File: src/hdl/bbro_pkg.sv
// Shared types, register indexes and the raster operation function of the bit blitter.
package bbro_pkg;

    localparam int CFG_IDX_W  = 3;
    localparam int CFG_DATA_W = 16;

    localparam logic [7:0] BYTE_ONES = 8'hFF;

    typedef enum logic [1:0] {
        ROP_COPY = 2'd0,
        ROP_AND  = 2'd1,
        ROP_OR   = 2'd2,
        ROP_XOR  = 2'd3
    } t_rop;

    typedef enum logic [CFG_IDX_W-1:0] {
        CFG_RASTER_OP      = 3'd0,
        CFG_SRC_BIT_OFFSET = 3'd1,
        CFG_DST_BIT_OFFSET = 3'd2,
        CFG_BIT_COUNT      = 3'd3,
        CFG_DESCENDING     = 3'd4
    } t_cfg_idx;

    typedef struct packed {
        logic [7:0] src_byte;
        logic       src_only;
        logic [7:0] dst_byte;
    } t_in_item;

    typedef struct packed {
        logic [7:0] dst_out;
        logic       last;
    } t_out_item;

    typedef struct packed {
        t_rop       raster_op;
        logic [2:0] src_bit_offset;
        logic [2:0] dst_bit_offset;
        logic       descending;
    } t_cfg;

    // Combine old destination with aligned source under the edge mask.
    function automatic logic [7:0] f_apply_op(
        input t_rop       op,
        input logic [7:0] oldv,
        input logic [7:0] v,
        input logic [7:0] m
    );
        logic [7:0] res;
        case (op)
            ROP_COPY: res = (oldv & ~m) | (v & m);
            ROP_AND:  res = oldv & (v | ~m);
            ROP_OR:   res = oldv | (v & m);
            ROP_XOR:  res = oldv ^ (v & m);
            default:  res = oldv;
        endcase
        return res;
    endfunction

endpackage

File: src/hdl/bit_blit_raster_op.sv
// Top level of the streaming monochrome bit blitter with raster operations.
//
//  Channel  Direction  Handshake                  Payload
//  -------  ---------  -------------------------  -----------------------------------
//  in       to block   i_in_valid / o_in_stall    t_in_item: src_byte, src_only, dst
//  out      from block o_out_valid / i_out_stall  t_out_item: dst_out, last
//  cfg      to block   i_cfg_valid / o_cfg_ready  register index and write data
//
// Every input transaction passes through the input register and then through the
// funnel, mask and raster logic into the output register before its result is
// visible. One transaction is accepted every cycle as long as the output side keeps
// up; the run state (previous source byte, bits remaining, first byte flag) is
// updated in the same cycle the item leaves the input register.
// Reset is synchronous and active low; it resets the configuration and run state and
// clears the valid flags, but not the data registers. A stall on the output holds the
// result and, once the input register is also full, stalls the input side. Source-only
// items never wait for the output side, since they produce no result.
module bit_blit_raster_op
    import bbro_pkg::*;
#(
    parameter int COUNT_BITS = 16
) (
    input  logic                  i_clk,
    input  logic                  i_rst_n,

    input  logic                  i_in_valid,
    output logic                  o_in_stall,
    input  t_in_item              i_in_data,

    output logic                  o_out_valid,
    input  logic                  i_out_stall,
    output t_out_item             o_out_data,

    input  logic                  i_cfg_valid,
    output logic                  o_cfg_ready,
    input  logic [CFG_IDX_W-1:0]  i_cfg_index,
    input  logic [CFG_DATA_W-1:0] i_cfg_data
);

    // Configuration registers.
    t_cfg                  r_cfg;
    logic [COUNT_BITS-1:0] r_bit_count;

    // Run state carried from one destination byte to the next.
    logic [7:0]            r_prev_source;
    logic [COUNT_BITS-1:0] r_bits_remaining;
    logic                  r_at_first;

    // Input register stage and output register stage.
    logic                  r_s1_valid;
    t_in_item              r_s1;
    logic                  r_out_valid;
    t_out_item             r_out;

    t_out_item             w_result;
    logic [COUNT_BITS-1:0] n_bits_remaining;
    logic                  w_out_free;
    logic                  w_fire;

    // The output register can take a new result when it is empty or being drained.
    assign w_out_free = !r_out_valid || !i_out_stall;
    // A source-only item just primes the funnel, so it never waits on the output.
    assign w_fire     = r_s1_valid && (r_s1.src_only || w_out_free);
    assign o_in_stall = r_s1_valid && !w_fire;

    assign o_cfg_ready = 1'b1;
    assign o_out_valid = r_out_valid;
    assign o_out_data  = r_out;

    bbro_datapath #(
        .COUNT_BITS (COUNT_BITS)
    ) u_datapath (
        .i_cfg            (r_cfg),
        .i_bit_count      (r_bit_count),
        .i_prev_source    (r_prev_source),
        .i_bits_remaining (r_bits_remaining),
        .i_at_first       (r_at_first),
        .i_item           (r_s1),
        .o_result         (w_result),
        .o_bits_remaining (n_bits_remaining)
    );

    // Configuration writes; indexes past the register list are ignored.
    always_ff @(posedge i_clk) begin
        if (!i_rst_n) begin
            r_cfg.raster_op      <= ROP_COPY;
            r_cfg.src_bit_offset <= 3'd0;
            r_cfg.dst_bit_offset <= 3'd0;
            r_cfg.descending     <= 1'b0;
            r_bit_count          <= COUNT_BITS'(1);
        end else if (i_cfg_valid && o_cfg_ready) begin
            case (t_cfg_idx'(i_cfg_index))
                CFG_RASTER_OP:      r_cfg.raster_op      <= t_rop'(i_cfg_data[1:0]);
                CFG_SRC_BIT_OFFSET: r_cfg.src_bit_offset <= i_cfg_data[2:0];
                CFG_DST_BIT_OFFSET: r_cfg.dst_bit_offset <= i_cfg_data[2:0];
                CFG_BIT_COUNT:      r_bit_count          <= COUNT_BITS'(i_cfg_data);
                CFG_DESCENDING:     r_cfg.descending     <= i_cfg_data[0];
                default:            ;
            endcase
        end
    end

    // Input register: loads whenever it is empty or its item moves on.
    always_ff @(posedge i_clk) begin
        if (!i_rst_n) begin
            r_s1_valid <= 1'b0;
        end else if (!o_in_stall) begin
            r_s1_valid <= i_in_valid;
        end
    end

    always_ff @(posedge i_clk) begin
        if (!o_in_stall && i_in_valid) begin
            r_s1 <= i_in_data;
        end
    end

    // Run state advances as each item leaves the input register. A source-only
    // item only replaces the previous source byte.
    always_ff @(posedge i_clk) begin
        if (!i_rst_n) begin
            r_prev_source    <= 8'd0;
            r_bits_remaining <= '0;
            r_at_first       <= 1'b1;
        end else if (w_fire) begin
            r_prev_source <= r_s1.src_byte;
            if (!r_s1.src_only) begin
                r_bits_remaining <= n_bits_remaining;
                r_at_first       <= w_result.last;
            end
        end
    end

    // Output register with its valid flag.
    always_ff @(posedge i_clk) begin
        if (!i_rst_n) begin
            r_out_valid <= 1'b0;
        end else if (w_fire && !r_s1.src_only) begin
            r_out_valid <= 1'b1;
        end else if (!i_out_stall) begin
            r_out_valid <= 1'b0;
        end
    end

    always_ff @(posedge i_clk) begin
        if (w_fire && !r_s1.src_only) begin
            r_out <= w_result;
        end
    end

endmodule

File: src/hdl/bbro_datapath.sv
// Funnel shifter, edge mask and raster operation for one destination byte.
module bbro_datapath
    import bbro_pkg::*;
#(
    parameter int COUNT_BITS = 16
) (
    input  t_cfg                  i_cfg,
    input  logic [COUNT_BITS-1:0] i_bit_count,
    input  logic [7:0]            i_prev_source,
    input  logic [COUNT_BITS-1:0] i_bits_remaining,
    input  logic                  i_at_first,
    input  t_in_item              i_item,
    output t_out_item             o_result,
    output logic [COUNT_BITS-1:0] o_bits_remaining
);

    logic [2:0]            w_sh;
    logic [3:0]            w_sh_desc;
    logic [15:0]           w_funnel_asc;
    logic [15:0]           w_funnel_desc;
    logic [7:0]            w_v;
    logic [3:0]            w_lead;
    logic [2:0]            w_lead_desc;
    logic [COUNT_BITS-1:0] w_lead_ext;
    logic [COUNT_BITS-1:0] w_lead_gap;
    logic [3:0]            w_gap;
    logic [7:0]            w_m;
    logic [COUNT_BITS-1:0] w_rem;

    always_comb begin
        // Funnel alignment of the previous and current source bytes.
        w_sh          = i_cfg.dst_bit_offset - i_cfg.src_bit_offset;
        w_sh_desc     = (w_sh == 3'd0) ? 4'd8 : {1'b0, w_sh};
        w_funnel_asc  = {i_prev_source, i_item.src_byte} >> w_sh;
        w_funnel_desc = {i_item.src_byte, i_prev_source} >> w_sh_desc;
        w_v           = i_cfg.descending ? w_funnel_desc[7:0] : w_funnel_asc[7:0];

        // Bits that the first byte of the run can hold.
        w_lead_desc = i_cfg.dst_bit_offset + i_bit_count[2:0];
        if (i_cfg.descending) begin
            w_lead = (w_lead_desc == 3'd0) ? 4'd8 : {1'b0, w_lead_desc};
        end else begin
            w_lead = 4'd8 - {1'b0, i_cfg.dst_bit_offset};
        end
        w_lead_ext = COUNT_BITS'(w_lead);
        w_lead_gap = w_lead_ext - i_bit_count;
        w_gap      = 4'd8 - {1'b0, i_bits_remaining[2:0]};

        if (i_at_first) begin
            if (i_cfg.descending) begin
                w_m = BYTE_ONES << (4'd8 - w_lead);
            end else begin
                w_m = BYTE_ONES >> i_cfg.dst_bit_offset;
            end
            if (i_bit_count < w_lead_ext) begin
                // The whole run fits inside the first byte: trim the far edge too.
                if (i_cfg.descending) begin
                    w_m = w_m & (BYTE_ONES >> w_lead_gap[3:0]);
                end else begin
                    w_m = w_m & (BYTE_ONES << w_lead_gap[3:0]);
                end
                w_rem = '0;
            end else begin
                w_rem = i_bit_count - w_lead_ext;
            end
        end else if (i_bits_remaining >= COUNT_BITS'(8)) begin
            w_m   = BYTE_ONES;
            w_rem = i_bits_remaining - COUNT_BITS'(8);
        end else begin
            // Closing partial byte.
            w_m   = i_cfg.descending ? (BYTE_ONES >> w_gap) : (BYTE_ONES << w_gap);
            w_rem = '0;
        end
    end

    assign o_result.dst_out = f_apply_op(i_cfg.raster_op, i_item.dst_byte, w_v, w_m);
    assign o_result.last    = (w_rem == '0);
    assign o_bits_remaining = w_rem;

endmodule
File: config.mk
export PLATFORM = sky130hd
export DESIGN_NAME = bit_blit_raster_op
export DESIGN_NICKNAME = d
export VERILOG_FILES = /design/src/hdl/bbro_pkg.sv /design/src/hdl/bit_blit_raster_op.sv /design/src/hdl/bbro_datapath.sv
export SDC_FILE = /design/constraint.sdc
export NUM_CORES = 1
export LEC_CHECK = 0
export ABC_AREA = 1
export BUFFER_PORTS_ARGS = -buffer_cell sky130_fd_sc_hd__buf_4
export CORE_MARGIN = 8
export CORE_UTILIZATION = 44
export CTS_CLUSTER_SIZE = 24
export DETAILED_ROUTE_END_ITERATION = 10
export HOLD_SLACK_MARGIN = 0.05
export PLACE_DENSITY_LB_ADDON = 0.15
export SYNTH_ARGS = -nofsm -noshare
export SYNTH_HDL_FRONTEND = slang
export SYNTH_SLANG_ARGS = --single-unit
File: constraint.sdc
create_clock -name i_clk -period 10.5 [get_ports i_clk]
set_clock_uncertainty 0.15 [all_clocks]
set_input_delay 2.1 -clock i_clk [delete_from_list [all_inputs] [get_ports i_clk]]
set_output_delay 2.1 -clock i_clk [all_outputs]
set_load 0.05 [all_outputs]
---- Yosys cells after proc, flatten, opt, wreduce, memory -nomap -nowiden ----
Cells that the tools add are included.
word-level totals
  bits in registers ....................... 78
  input port bits ......................... 41
  output and inout port bits .............. 12
operators by class
  $add $sub $neg .......................... 8
  order comparisons ....................... 2
  eq/ne operators ......................... 8
  shift operators ......................... 8
  mux-type cells .......................... 17
  bitwise gates (word level) .............. 11
  reductions and logical operators ........ 22
operators with widths
  operator                                               number
  two-way mux 8 bit                                      8
  two-way mux 16 bit                                     3
  AND 8 bit                                              5
  one-hot mux 8 bit (4 select lines)                     1
  OR 8 bit                                               3
  left shift 8 x 4 -> 8 bit (first input constant)       3
  >= comparator 16 x 4 -> 1 bit (second input constant)  1
  zero test 16 bit                                       1
  less-than comparator 16 x 4 -> 1 bit                   1
  right shift 16 x 3 -> 8 bit                            1
  right shift 16 x 4 -> 8 bit                            1
  right shift 8 x 4 -> 8 bit (first input constant)      2
  subtractor 16 x 4 -> 16 bit                            1
  subtractor 16 x 4 -> 16 bit (second input constant)    1
  two-way mux 4 bit                                      3
  AND reduction 2 bit                                    6
  zero test 3 bit                                        3
  NOT 8 bit                                              1
  right shift 8 x 3 -> 8 bit (first input constant)      1
  subtractor 4 x 3 -> 4 bit (first input constant)       2
  XOR 8 bit                                              1
  == test 3 x 2 -> 1 bit (second input constant)         2
  zero test 1 bit                                        5
  == test 2 bit (second input constant)                  2
  13 further kinds                                       18

---- Logic depth before layout (Yosys ltp) ----
  depth in word-level cells ............... 16
  gate-level depth with buffers ........... 23

---- Cells and area by module ----
From an unflattened synthesis, not the netlist that was laid out.
second synthesis, totals
  cells, all modules ...................... 964
  area total of the unflattened synthesis .. 6147.1 um^2
modules (own cells, without submodules)
  module              times used  cells an instance  area each (um^2)  sequential area each (um^2)
  bit_blit_raster_op  1           371                3079.2            1821.7
  bbro_datapath       1           593                3067.9            0.0

---- Least setup slack after synthesis ----
Ideal clock, no wire load.
  path type ............................... input to output
  from .................................... in i_out_stall
  to ...................................... out o_in_stall
  arrival ................................. 2.650 ns
  path slack .............................. 5.600 ns
  cell stages on the path ................. 4
  path buffers ............................ 0
  cell sequence ........................... nand2_1 -> inv_1 -> nand3_1 -> inv_1
between the ends
  cells in the longest elaborated chain, start to end .. 6
ends and longest elaborated chain
  what                line                      RTL
  start: declaration  bit_blit_raster_op.sv:31  input logic i_out_stall,
  zero test 1 bit     -
  logical OR 1 bit    bit_blit_raster_op.sv:61  assign w_out_free = !r_out_valid || !i_out_stall;
  logical OR 1 bit    bit_blit_raster_op.sv:63  assign w_fire = r_s1_valid && (r_s1.src_only || w_out_free);
  logical AND 1 bit   bit_blit_raster_op.sv:63
  zero test 1 bit     bit_blit_raster_op.sv:64  assign o_in_stall = r_s1_valid && !w_fire;
  logical AND 1 bit   bit_blit_raster_op.sv:64
  end: declaration    bit_blit_raster_op.sv:27  output logic o_in_stall,
Every way passes these cells.

---- Worst setup path after layout ----
Ends and elaborated chain as after synthesis.

==> impl_metrics.csv <==
group,metric,value,unit
logic_synthesis,synth_top_area_frac,0.185,
logic_synthesis,synth_edf_count,26,
layout,layout-drive-gt1-share,0.0897,
clocking,clk_path_buf_depth,2,
logic_synthesis,syn_area_per_cell,6.53,um^2
grt,grt_max_degree,38,
timing,finalHoldViolations,0,
detailed_routing,wl_met2,6260,um
detailed_routing,initialDrtViolationCount,355,
clocking,ctsRootBufferMaster,"clkbuf_16",
detailed_routing,vias,5448,
floorplanning,pin_count,53,
placed_design,pre_cts_slack,5600,ps
placed_design,io_buffers,51,
critical_path,critPathLaunchType,"input pin",
clocking,cts_max_level,3,
layout,num-nets-final,964,
layout,finish.instance_area,6450,um^2
timing,worst_slew_margin_rel,0.300,
timing,period_minus_slack,4900,ps
critical_path,endpoint_kind,"output pin",
pwr,power_density,156,nW/um^2
detailed_routing,drc,0,
layout,multi_input_area,3180,um^2
logic_synthesis,synth_top_cell_by_area,"dfxtp_1",
floorplanning,start_util,0.448,
clocking,numCtsBuffers,9,
logic_synthesis,seq_area_frac_synth,0.323,
detailed_routing,highest_layer,"met4",
grt,antenna_found_initial,0,
logic_synthesis,synth_cells,863,
clocking,clk-insertion-delay-late,350,ps
placed_design,gp_congestion,0.853,
timing,slew_violations,0,
floorplanning,fp.dieArea,16700,um^2
critical_path,crit_fanout,3,
layout,final_cells,1075,
critical_path,criticalPathCategory,"input pin to output pin",
logic_synthesis,synth-async-reset-ratio,0,
detailed_routing,met1Wirelength,6970,um
layout,seqCellArea,1820,um^2
layout,fillers,1274,
logic_synthesis,synth_ff_type,"dfxtp_1",
logic_synthesis,synth-seq-cells,78,
grt,grt_first_pass_wirelength,23500,um
detailed_routing,drt-total-wl,14000,um
pwr,power.total,1010,uW
critical_path,required,8250,ps
grt,grt.overflow.total,0,
grt,grt_use_total,0.174,
critical_path,critPathArrivalTime,2650,ps
timing,tightest_slew,1040,ps
floorplanning,coreArea,12600,um^2
timing,fmax,0.204,GHz
logic_synthesis,syn_nets,929,
clocking,cts_resized,0,
detailed_routing,wl_met3,612,um
job,cap_violations,0,
timing,fin_tns_setup,0,ps
floorplanning,row_count,41,
detailed_routing,drt_pass1_iterations,5,
pwr,cellLeakagePower,0.00311,uW
clocking,cts.sinks,78,
detailed_routing,drt-wirelength-per-cell,13.0,um
detailed_routing,drtAntennaViolNets,0,
clocking,cts_tree,"yes",
clocking,ctsHoldBuffers,0,
floorplanning,die_h,129,um
timing,period_share,0.467,
layout,syn2layout_area_growth,14.4,%
pwr,vdd_drop_max,0.108,mV
grt,grt_pass1_vias,5050,
worst_hold_path,hold_class,"register to register",
placed_design,placedCellCount,1059,
status,status,"completed",
detailed_routing,via_per_inst,5.07,
placed_design,placed_cell_area,6120,um^2
logic_synthesis,syn_area,5630,um^2
clocking,post-cts-setup-buffers,0,
placed_design,hpwl,10600,um
timing,setup_viol,0,
layout,num_antenna_cells,0,
logic_synthesis,synth_area_leaders,"dfxtp_1 18%, edfxtp_1 14%, nand2_1 12%",
floorplanning,die_x,129,um
logic_synthesis,synth_cell_types,41,
timing,fin_ws,5600,ps
clocking,cts.reportedPaths.clkPinSlew,60,ps
logic_synthesis,synth_warnings,0,
timing,rsz0062_at_grt,"false",
==> report_power, final <==
group | total [uW] | internal (uW) | switching (uW)
Clock | 340 | 214 | 126
Combinational | 327 | 113 | 214
Sequential | 342 | 331 | 11.1
Total | 1010 | 658 | 351
==> area by class of cell <==
| class | count | area share |
|---|---|---|
| sequential | 78 | 0.283 |
| multi-input combinational | 623 | 0.494 |
| inverter | 132 | 0.0769 |
| clock buffer | 10 | 0.0371 |
| clock inverter | 6 | 0.0132 |
| timing repair buffer | 54 | 0.0629 |
| tap | 172 | 0.0334 |
==> worst paths after layout <==
| kind | depth (start not counted) | slack (ps) | endpoint | start |
|---|---|---|---|---|
| setup / recovery | 6 | 5600 | o_in_stall | i_out_stall |
| hold / removal | 2 | 310 | r_prev_source[0]$_SDFFE_PN0P_ | r_prev_source[0]$_SDFFE_PN0P_ |
| setup reg to reg | 18 | 6450 | o_out_data[8]$_DFFE_PP_ | r_cfg[1]$_SDFFE_PN0P_ |
| hold reg to reg | 2 | 310 | r_prev_source[0]$_SDFFE_PN0P_ | r_prev_source[0]$_SDFFE_PN0P_ |
==> worst max-delay path: stages <==
cell	delay (ps)
buf_4	70
nand2_1	40
inv_1	80
nand3_1	100
inv_1	70
buf_4	190
==> metal layers <==
metal / vias up / global-route usage
met1: 2432 / 0.228
met5: - / 0
li1: 2889 / -
met4: 0 / 0.0373
met3: 8 / 0.0456
met2: 119 / 0.281
==> cell usage after synthesis (2+ instances only) <==
cell type    n
nand4_1      6
xnor2_1      4
buf_2        6
o21a_1       2
xor2_1      12
clkbuf_1    20
nand3_1     96
o22ai_1      8
edfxtp_1    26
dfxtp_1     52
o21ai_0    120
fa_1         4
o211ai_1     3
and2_1       2
nand2_1    175
a21oi_1     52
nor2_1      85
nor2_2       3
o31ai_1      2
ha_1        21
o21bai_1     4
buf_4        3
nor3_1       6
o21ai_1      4
or2_2        2
inv_1      130
==> flip-flops by register name, indices dropped and copies added (netlist names) <==
| register | flops |
|---|---|
| r_bit_count | 16 |
| r_bits_remaining | 16 |
| r_s1 | 17 |
| r_s1_valid | 1 |
| o_out_data | 9 |
| r_cfg | 9 |
| r_prev_source | 8 |
| o_out_valid | 1 |
| r_at_first | 1 |
==> per-stage QoR <==
| step | hold slack [ps] | utilization |
|---|---|---|
| after floorplan | 289 | - |
| final | 314 | 0.513 |
| after global routing | 342 | 0.513 |
| after global placement | 305 | 0.487 |
| after detailed placement | 309 | 0.487 |
| after CTS | 317 | 0.513 |
==> kinds of logic (layout without fill, tap and decap cells) <==
| group | Yosys count | count (layout) | synth area share |
|---|---|---|---|
| compound gates | 199 | 199 | 0.188 |
| xor+xnor | 18 | 18 | 0.0307 |
| fa+ha+maj | 25 | 25 | 0.0609 |
| buf+inv | 162 | 202 | 0.111 |
| flops | 78 | 78 | 0.323 |
| mux | 1 | 1 | 0.00178 |
| other cells | 1 | 1 | 0.000666 |
| simple gates | 379 | 379 | 0.283 |
==> layout by cell type (no fill, tap or decap), types with 3 or more instances in the layout <==
cell type / instances
xor2_1: 12
inv_1: 130
nor2_2: 3
xnor2_1: 4
o21ai_1: 4
nand3_1: 96
nand4_1: 6
o22ai_1: 8
fa_1: 4
dfxtp_1: 52
clkbuf_16: 9
ha_1: 21
nor3_1: 6
o21bai_1: 4
a21oi_1: 52
o21ai_0: 120
buf_4: 54
nand2_1: 175
edfxtp_1: 26
o211ai_1: 3
nor2_1: 85
No activity file was read; power rests on OpenSTA's default activity.
